$ cat src/design/alfp_pkg.sv
// Shared types, constants and helpers for the ASCII length frame parser.
// No dependencies; every other design file imports this package.
package alfp_pkg;

    localparam int MAX_PAYLOAD = 65535;
    localparam int MAX_HEADER  = 8;

    localparam int HDR_BYTES_W = 8 * MAX_HEADER;
    localparam int HDR_LEN_W   = 4;
    localparam int HDR_IDX_W   = 3;
    localparam int LEN_W       = 17;   // holds MAX_PAYLOAD + 1
    localparam int ACC_W       = 21;   // length * 10 + 9 before saturation
    localparam int REM_W       = 16;
    localparam int CFG_IDX_W   = 3;
    localparam int CFG_DATA_W  = 64;

    localparam int QUEUE_DEPTH = 4;
    localparam int QPTR_W      = 2;
    localparam int QCNT_W      = 3;

    localparam logic [7:0] CHAR_ZERO = 8'h30;
    localparam logic [7:0] CHAR_NINE = 8'h39;
    localparam logic [ACC_W-1:0] LEN_LIMIT = ACC_W'(MAX_PAYLOAD);
    localparam logic [LEN_W-1:0] LEN_SAT   = LEN_W'(MAX_PAYLOAD + 1);

    localparam logic [1:0] KIND_PAYLOAD = 2'd0;
    localparam logic [1:0] KIND_DONE    = 2'd1;
    localparam logic [1:0] KIND_ERROR   = 2'd2;

    localparam logic [2:0] ERR_NONE     = 3'd0;
    localparam logic [2:0] ERR_HEADER   = 3'd1;
    localparam logic [2:0] ERR_LENGTH   = 3'd2;
    localparam logic [2:0] ERR_NO_START = 3'd3;
    localparam logic [2:0] ERR_NO_END   = 3'd4;
    localparam logic [2:0] ERR_TOO_LONG = 3'd5;

    localparam logic [CFG_IDX_W-1:0] CFG_HEADER_BYTES = 3'd0;
    localparam logic [CFG_IDX_W-1:0] CFG_HEADER_LEN   = 3'd1;
    localparam logic [CFG_IDX_W-1:0] CFG_LEN_END      = 3'd2;
    localparam logic [CFG_IDX_W-1:0] CFG_DATA_START   = 3'd3;
    localparam logic [CFG_IDX_W-1:0] CFG_DATA_END     = 3'd4;

    typedef struct packed {
        logic [HDR_BYTES_W-1:0] header_bytes;
        logic [HDR_LEN_W-1:0]   header_length;
        logic [7:0]             length_end_char;
        logic [7:0]             data_start_char;
        logic [7:0]             data_end_char;
    } cfg_t;

    // one classified result on its way to the output stage
    typedef struct packed {
        logic [1:0] kind;
        logic [7:0] data;
        logic [2:0] code;
    } token_t;

    typedef struct packed {
        logic              full;
        logic              nonempty;
        logic [QCNT_W-1:0] count;
    } queue_status_t;

    function automatic logic [7:0] hdr_byte(input logic [HDR_BYTES_W-1:0] hb,
                                            input logic [HDR_IDX_W-1:0] i);
        hdr_byte = hb[{i, 3'b000} +: 8];
    endfunction

    // header_length of 0 acts as 1, above MAX_HEADER acts as MAX_HEADER
    function automatic logic [HDR_LEN_W-1:0] hdr_len_eff(input logic [HDR_LEN_W-1:0] h);
        if (h == '0)
            hdr_len_eff = HDR_LEN_W'(1);
        else if (h > HDR_LEN_W'(MAX_HEADER))
            hdr_len_eff = HDR_LEN_W'(MAX_HEADER);
        else
            hdr_len_eff = h;
    endfunction

endpackage

$ cat src/design/alfp_front.sv
// Front end of the frame parser: takes received bytes, tracks the frame phase
// and classifies each byte into at most one result token. Uses alfp_pkg.
module alfp_front (
    input  logic                clk,
    input  logic                rst_n,
    input  alfp_pkg::cfg_t      cfg,
    input  logic                take,
    input  logic [7:0]          rx_byte,
    output logic                push,
    output alfp_pkg::token_t    token
);
    import alfp_pkg::*;

    typedef enum logic [2:0] {
        PH_HUNT  = 3'd0,
        PH_HDR   = 3'd1,
        PH_LEN   = 3'd2,
        PH_START = 3'd3,
        PH_DATA  = 3'd4,
        PH_END   = 3'd5
    } phase_t;

    phase_t                 phase_reg, phase_next;
    logic [HDR_IDX_W-1:0]   idx_reg, idx_next;
    logic [LEN_W-1:0]       len_reg, len_next;
    logic                   seen_reg, seen_next;
    logic [REM_W-1:0]       rem_reg, rem_next;

    logic [HDR_LEN_W-1:0]   n_eff;
    logic [HDR_IDX_W-1:0]   idx_inc;
    logic [ACC_W-1:0]       acc;
    logic [REM_W-1:0]       rem_dec;
    logic                   is_digit;

    assign n_eff    = hdr_len_eff(cfg.header_length);
    assign idx_inc  = idx_reg + HDR_IDX_W'(1);
    assign is_digit = (rx_byte >= CHAR_ZERO) && (rx_byte <= CHAR_NINE);
    // length * 10 + digit as two shifts and adds
    assign acc      = {len_reg, 3'b000} + {2'b00, len_reg, 1'b0}
                      + ACC_W'(rx_byte - CHAR_ZERO);
    assign rem_dec  = rem_reg - REM_W'(1);

    always_comb
    begin
        phase_next = phase_reg;
        idx_next   = idx_reg;
        len_next   = len_reg;
        seen_next  = seen_reg;
        rem_next   = rem_reg;
        push       = 1'b0;
        token      = '{kind: KIND_ERROR, data: rx_byte, code: ERR_NONE};

        case (phase_reg)
            PH_HDR:
            begin
                if (rx_byte != hdr_byte(cfg.header_bytes, idx_reg))
                begin
                    push       = 1'b1;
                    token.code = ERR_HEADER;
                end
                else if (idx_inc == '0 || {1'b0, idx_inc} >= n_eff)
                begin
                    phase_next = PH_LEN;
                    idx_next   = '0;
                    len_next   = '0;
                    seen_next  = 1'b0;
                end
                else
                begin
                    idx_next = idx_inc;
                end
            end
            PH_LEN:
            begin
                if (rx_byte == cfg.length_end_char)
                begin
                    if (!seen_reg)
                    begin
                        push       = 1'b1;
                        token.code = ERR_LENGTH;
                    end
                    else if (len_reg > LEN_W'(MAX_PAYLOAD))
                    begin
                        push       = 1'b1;
                        token.code = ERR_TOO_LONG;
                    end
                    else
                    begin
                        phase_next = PH_START;
                    end
                end
                else if (!is_digit)
                begin
                    push       = 1'b1;
                    token.code = ERR_LENGTH;
                end
                else
                begin
                    seen_next = 1'b1;
                    len_next  = (acc > LEN_LIMIT) ? LEN_SAT : acc[LEN_W-1:0];
                end
            end
            PH_START:
            begin
                if (rx_byte != cfg.data_start_char)
                begin
                    push       = 1'b1;
                    token.code = ERR_NO_START;
                end
                else
                begin
                    rem_next   = len_reg[REM_W-1:0];
                    phase_next = (len_reg[REM_W-1:0] == '0) ? PH_END : PH_DATA;
                end
            end
            PH_DATA:
            begin
                push       = 1'b1;
                token.kind = KIND_PAYLOAD;
                rem_next   = rem_dec;
                if (rem_dec == '0)
                    phase_next = PH_END;
            end
            PH_END:
            begin
                push = 1'b1;
                if (rx_byte != cfg.data_end_char)
                    token.code = ERR_NO_END;
                else
                    token.kind = KIND_DONE;
            end
            default:
            begin
                if (rx_byte == hdr_byte(cfg.header_bytes, '0))
                begin
                    if (n_eff <= HDR_LEN_W'(1))
                    begin
                        phase_next = PH_LEN;
                        idx_next   = '0;
                        len_next   = '0;
                        seen_next  = 1'b0;
                    end
                    else
                    begin
                        phase_next = PH_HDR;
                        idx_next   = HDR_IDX_W'(1);
                    end
                end
                else
                begin
                    phase_next = PH_HUNT;
                    idx_next   = '0;
                    len_next   = '0;
                    seen_next  = 1'b0;
                    rem_next   = '0;
                end
            end
        endcase

        // every result ends the frame except a payload byte
        if (push && token.kind != KIND_PAYLOAD)
        begin
            phase_next = PH_HUNT;
            idx_next   = '0;
            len_next   = '0;
            seen_next  = 1'b0;
            rem_next   = '0;
        end

        if (!take)
            push = 1'b0;
    end

    always_ff @(posedge clk or negedge rst_n)
    begin
        if (!rst_n)
        begin
            phase_reg <= PH_HUNT;
            idx_reg   <= '0;
            len_reg   <= '0;
            seen_reg  <= 1'b0;
            rem_reg   <= '0;
        end
        else if (take)
        begin
            phase_reg <= phase_next;
            idx_reg   <= idx_next;
            len_reg   <= len_next;
            seen_reg  <= seen_next;
            rem_reg   <= rem_next;
        end
    end

endmodule

$ cat src/design/alfp_queue.sv
// Four-entry token queue between the parser front end and the output stage.
// Uses alfp_pkg for the token type and depth constants.
module alfp_queue (
    input  logic                       clk,
    input  logic                       rst_n,
    input  logic                       push,
    input  alfp_pkg::token_t           push_token,
    input  logic                       pop,
    output alfp_pkg::token_t           head,
    output alfp_pkg::queue_status_t    status
);
    import alfp_pkg::*;

    token_t              slot_reg [QUEUE_DEPTH];
    logic [QPTR_W-1:0]   wr_ptr_reg;
    logic [QPTR_W-1:0]   rd_ptr_reg;
    logic [QCNT_W-1:0]   count_reg, count_next;
    logic                do_push, do_pop;

    assign status.full     = (count_reg == QCNT_W'(QUEUE_DEPTH));
    assign status.nonempty = (count_reg != '0);
    assign status.count    = count_reg;
    assign head            = slot_reg[rd_ptr_reg];

    assign do_push = push && !status.full;
    assign do_pop  = pop && status.nonempty;

    always_comb
    begin
        count_next = count_reg;
        if (do_push && !do_pop)
            count_next = count_reg + QCNT_W'(1);
        else if (do_pop && !do_push)
            count_next = count_reg - QCNT_W'(1);
    end

    always_ff @(posedge clk)
    begin
        if (do_push)
            slot_reg[wr_ptr_reg] <= push_token;
    end

    always_ff @(posedge clk or negedge rst_n)
    begin
        if (!rst_n)
        begin
            wr_ptr_reg <= '0;
            rd_ptr_reg <= '0;
            count_reg  <= '0;
        end
        else
        begin
            count_reg <= count_next;
            if (do_push)
                wr_ptr_reg <= wr_ptr_reg + QPTR_W'(1);
            if (do_pop)
                rd_ptr_reg <= rd_ptr_reg + QPTR_W'(1);
        end
    end

endmodule

$ cat src/design/alfp_back.sv
// Output stage: drains tokens from the queue into a registered result and
// forms the output fields from the token kind. Uses alfp_pkg.
module alfp_back (
    input  logic                       clk,
    input  logic                       rst_n,
    input  alfp_pkg::token_t           head,
    input  logic                       head_valid,
    output logic                       pop,
    output logic                       out_valid,
    input  logic                       out_stall,
    output logic [1:0]                 kind,
    output logic [7:0]                 payload_byte,
    output logic [2:0]                 error_code
);
    import alfp_pkg::*;

    logic        valid_reg;
    logic [1:0]  kind_reg;
    logic [7:0]  byte_reg;
    logic [2:0]  code_reg;

    assign pop          = head_valid && (!valid_reg || !out_stall);
    assign out_valid    = valid_reg;
    assign kind         = kind_reg;
    assign payload_byte = byte_reg;
    assign error_code   = code_reg;

    always_ff @(posedge clk or negedge rst_n)
    begin
        if (!rst_n)
            valid_reg <= 1'b0;
        else if (pop)
            valid_reg <= 1'b1;
        else if (!out_stall)
            valid_reg <= 1'b0;
    end

    // fields that do not belong to the kind read as zero
    always_ff @(posedge clk)
    begin
        if (pop)
        begin
            kind_reg <= head.kind;
            byte_reg <= (head.kind == KIND_PAYLOAD) ? head.data : 8'h00;
            code_reg <= (head.kind == KIND_ERROR) ? head.code : ERR_NONE;
        end
    end

endmodule

$ cat src/design/ascii_length_frame_parser.sv
// Channel   Direction  Handshake            Payload
// in        input      in_valid/in_stall    rx_byte
// out       output     out_valid/out_stall  kind, payload_byte, error_code
// cfg       input      cfg_we               cfg_index, cfg_data
//
// One byte per cycle is accepted while in_stall is low; the parser state
// updates in the cycle of the transaction. A result goes through the queue
// and then the output register. in_stall rises only while the four-entry
// queue is full, so a held output takes the result in the output register
// plus four queued ones before the input sees it. Reset clears the phase,
// counters and queue and returns the config to its defaults.
//
// Top level of the frame parser: configuration registers, front end, queue and
// output stage. Depends on alfp_pkg, alfp_front, alfp_queue and alfp_back.
module ascii_length_frame_parser (
    input  logic                               clk,
    input  logic                               rst_n,
    input  logic                               in_valid,
    output logic                               in_stall,
    input  logic [7:0]                         rx_byte,
    output logic                               out_valid,
    input  logic                               out_stall,
    output logic [1:0]                         kind,
    output logic [7:0]                         payload_byte,
    output logic [2:0]                         error_code,
    input  logic                               cfg_we,
    input  logic [alfp_pkg::CFG_IDX_W-1:0]     cfg_index,
    input  logic [alfp_pkg::CFG_DATA_W-1:0]    cfg_data
);
    import alfp_pkg::*;

    cfg_t            cfg_reg;
    logic            take;
    logic            push;
    token_t          push_token;
    token_t          head;
    queue_status_t   q_status;
    logic            pop;

    always_ff @(posedge clk or negedge rst_n)
    begin
        if (!rst_n)
        begin
            cfg_reg.header_bytes    <= '0;
            cfg_reg.header_length   <= HDR_LEN_W'(1);
            cfg_reg.length_end_char <= '0;
            cfg_reg.data_start_char <= '0;
            cfg_reg.data_end_char   <= '0;
        end
        else if (cfg_we)
        begin
            case (cfg_index)
                CFG_HEADER_BYTES: cfg_reg.header_bytes    <= cfg_data[HDR_BYTES_W-1:0];
                CFG_HEADER_LEN:   cfg_reg.header_length   <= cfg_data[HDR_LEN_W-1:0];
                CFG_LEN_END:      cfg_reg.length_end_char <= cfg_data[7:0];
                CFG_DATA_START:   cfg_reg.data_start_char <= cfg_data[7:0];
                CFG_DATA_END:     cfg_reg.data_end_char   <= cfg_data[7:0];
                default:          ;
            endcase
        end
    end

    assign in_stall = q_status.full;
    assign take     = in_valid && !in_stall;

    alfp_front u_front (
        .clk     (clk),
        .rst_n   (rst_n),
        .cfg     (cfg_reg),
        .take    (take),
        .rx_byte (rx_byte),
        .push    (push),
        .token   (push_token)
    );

    alfp_queue u_queue (
        .clk        (clk),
        .rst_n      (rst_n),
        .push       (push),
        .push_token (push_token),
        .pop        (pop),
        .head       (head),
        .status     (q_status)
    );

    alfp_back u_back (
        .clk          (clk),
        .rst_n        (rst_n),
        .head         (head),
        .head_valid   (q_status.nonempty),
        .pop          (pop),
        .out_valid    (out_valid),
        .out_stall    (out_stall),
        .kind         (kind),
        .payload_byte (payload_byte),
        .error_code   (error_code)
    );

    a_queue_bound: assert property (@(posedge clk) disable iff (!rst_n)
        q_status.count <= QCNT_W'(QUEUE_DEPTH))
        else $error("queue count above depth");

    a_error_field: assert property (@(posedge clk) disable iff (!rst_n)
        out_valid && kind != KIND_ERROR |-> error_code == ERR_NONE)
        else $error("error code set on a non-error result");

    a_payload_field: assert property (@(posedge clk) disable iff (!rst_n)
        out_valid && kind != KIND_PAYLOAD |-> payload_byte == 8'h00)
        else $error("payload byte set on a non-payload result");

    a_kind_legal: assert property (@(posedge clk) disable iff (!rst_n)
        out_valid |-> (kind == KIND_PAYLOAD) || (kind == KIND_DONE) || (kind == KIND_ERROR))
        else $error("illegal result kind");

endmodule

$ cat config.mk
export PLATFORM = sky130hd
export DESIGN_NAME = ascii_length_frame_parser
export DESIGN_NICKNAME = d
export VERILOG_FILES = /design/src/design/alfp_pkg.sv /design/src/design/alfp_front.sv /design/src/design/alfp_queue.sv /design/src/design/alfp_back.sv /design/src/design/ascii_length_frame_parser.sv
export SDC_FILE = /design/constraint.sdc
export NUM_CORES = 1
export LEC_CHECK = 0
export ABC_AREA = 1
export BUFFER_PORTS_ARGS = -buffer_cell sky130_fd_sc_hd__buf_2
export CAP_MARGIN = 25
export CORE_MARGIN = 8
export CORE_UTILIZATION = 25
export CTS_BUF_LIST = sky130_fd_sc_hd__clkbuf_4 sky130_fd_sc_hd__clkbuf_8
export DETAILED_ROUTE_END_ITERATION = 12
export SLEW_MARGIN = 20
export SYNTH_ARGS = -nofsm -noshare
export SYNTH_HDL_FRONTEND = slang
export SYNTH_SLANG_ARGS = --single-unit
export TNS_END_PERCENT = 50
$ cat constraint.sdc
create_clock -name clk -period 3.7 [get_ports clk]
set_input_delay 0.185 -clock clk [delete_from_list [all_inputs] [get_ports clk]]
set_output_delay 0.185 -clock clk [all_outputs]
set_load 0.02 [all_outputs]
==> impl_metrics.yaml <==
yosys:
  synthTopCellsByArea: "dfrtp_1, edfxtp_1, nand2_1, nor2_1, inv_1"
  async_flop_share_pct: 68.3
  syn_area_sq_um: 12200
  synth_edf_count: 65
  yosysWarnings: 0
  synth_top_area_cell: "dfrtp_1"
  synth_cell_types: 46
  synth_common_cells: "nand2_1, nor2_1, inv_1, dfrtp_1, nand3_1"
  postSynthCellCount: 1499
  yosysMostFrequentCell: "nand2_1"
  seq_area_frac_synth_pct: 44.6
  synth-seq-cells: 205
  yosysTopAreaCellShare_pct: 28.4
  synth.avg_cell_area_sq_um: 8.17
  syn_nets: 1632
  ys.flop_type: "dfrtp_1"
global_routing:
  overflow: 0
  grt_usage_pct: 11.8
  grt_max_degree: 95
  antenna_found_initial: 5
  grt_first_pass_wirelength_um: 54600
  grt_pass1_vias: 10400
finish:
  final.fill_count: 5096
  seq_area_sq_um: 5460
  layout-drive-gt1-share_pct: 15.0
  multi_input_area_sq_um: 5760
  finalNetCount: 1790
  synthToLayoutAreaGrowth_pct: 20.4
  largest_reg_flops: 92
pwr:
  p_leak_nw: 7.14
  power.density_nw_per_um2: 632
  ir_drop_v: 0.000264
clock_tree:
  cts_setup_buffers: 0
  cts_tree: "yes"
  numClockSinks: 205
  cts_buffers: 38
  clk_path_buf_depth: 3
  htree_levels: 2
  clock_latency_ps: 550
  path_clk_slew_ps: 60
  cts-root-buf: "clkbuf_8"
sta:
  setup_ws_ps: 317
  fmax_mhz: 296
  rsz0062_at_grt: "false"
  clock_skew_ps: 32.5
  tns_ps: 0
  finalHoldViolCount: 0
  slew_headroom_pct: 38.6
  setup_viol: 0
  worstMarginPinSlew_ps: 920
  min_period_over_period_pct: 91.4
  maxSlewViolCount: 0
  hold_slack_ps: 20.8
  min_period_ps: 3380
placement:
  dpl_worst_slack_ps: 184
  post-dp-hpwl_um: 24500
  routabilityCongestion: 0.852
  io_buffers: 94
setup_path:
  critPathMaxFanout: 33
  end_kind: "register"
  crit_required_ps: 4110
  crit_type: "register to register"
  setup.worst_path.start_class: "register"
  arrival_ps: 3790
job:
  maxCapViolCount: 0
min_path:
  hp-class: "input pin to register"
route:
  postRouteAntennaNets: 0
  viasPerCell: 4.52
  drt_iter0_drc: 695
  dr.pass1.iters: 5
  drc: 0
  vias: 10400
  drt_wl_total_um: 33500
  wire_per_inst_um: 14.5
floorplan:
  start_util_pct: 25.2
  num_rows: 81
  die_area_sq_um: 56300
  core_area_sq_um: 48600
  die_y_um: 237
  io_pins: 95
  die_w_um: 237
outcome:
  status: "completed"
## critical path, stage by stage (launching register included)
cell and delay (ps):
dfrtp_1 650, buf_12 260, nand2_1 80, nand3_1 110, nand3_2 150, nand2_1 130
nand2_1 60, nand2_1 70, nand2_1 50, nor2_1 130, nand2_2 100, nand2_4 100
nand2_4 60, nand2_1 180, inv_1 120, ha_1 190, inv_1 90, fa_1 430
mux2_2 280
## area by class of cell
| cell class | instances | share of cell area (%) |
|---|---|---|
| flip-flops and latches | 205 | 37.0 |
| repair buffers | 178 | 8.72 |
| inverters | 169 | 4.36 |
| multi-input cells | 1065 | 39.1 |
| clock buffers | 57 | 4.94 |
| well taps | 622 | 5.28 |
| diodes | 2 | 0.0339 |
| clock inverters | 11 | 0.603 |
## worst paths after layout
| check | from | slack, ps | endpoint | cells past startpoint |
|---|---|---|---|---|
| min reg2reg | u_back.out_valid | 500 | u_back.out_valid | 2 |
| max | u_front.idx_reg[0] | 320 | u_queue.count_reg[1] | 18 |
| max in group asynchronous | rst_n | 2610 | u_queue.count_reg[0] | 3 |
| min | cfg_data[0] | 20 | cfg_reg[24] | 3 |
| max reg2reg | u_front.idx_reg[0] | 320 | u_queue.count_reg[1] | 18 |
| min in group asynchronous | rst_n | 300 | cfg_reg[45] | 2 |
## metal layers
metal / GRT usage, % / vias up / share of wire (%)
met5: 0 / - / 0.12
met4: 4.44 / 6 / 3.1
met3: 2.35 / 72 / 5.5
met2: 19.8 / 259 / 48
met1: 14.9 / 4908 / 43
li1: - / 5188 / -
## where the power goes
group | internal (mW) | switching, mW
Combinational | 1.28 | 2.55
Sequential | 2.86 | 0.310
Clock | 1.33 | 0.975
Total | 5.48 | 3.84
## through the flow
stage	total power, mW	instances	utilization, %	instance area, sq um
floorplan	6.10	1499	-	12200
global placement	6.90	2178	27.4	13300
global route	10.0	2309	30.3	14700
CTS	9.38	2307	30.3	14700
detailed placement	6.98	2178	27.4	13300
finish	9.31	2309	30.3	14700
## repair_timing
| item | in CTS | in global routing |
|---|---|---|
| resized for setup | 0 | 0 |
| endpoints found under the hold margin | 153 | 0 |
| hold buffers | 61 | 0 |
## cell usage in the layout (no fill, tap or decap), types with 36 or more instances in the layout
| cell type | count |
|---|---|
| nand2_1 | 335 |
| nor2_1 | 198 |
| inv_1 | 163 |
| dfrtp_1 | 139 |
| nand3_1 | 102 |
| buf_2 | 93 |
| o21ai_0 | 90 |
| a21oi_1 | 89 |
| edfxtp_1 | 65 |
| dlygate4sd3_1 | 61 |
| clkbuf_8 | 48 |
| nand4_1 | 45 |
| ha_1 | 36 |
## cells by family after synthesis
group,synth area share [%]
AOI/OAI and AO/OA,8.63
adders and majority gates,6.46
muxes,0.920
DFF,44.6
xor gates and xnor gates,3.79
and+or+nand+nor,27.2
buffers and inverters,8.46
(Power assumes the default switching activity.)
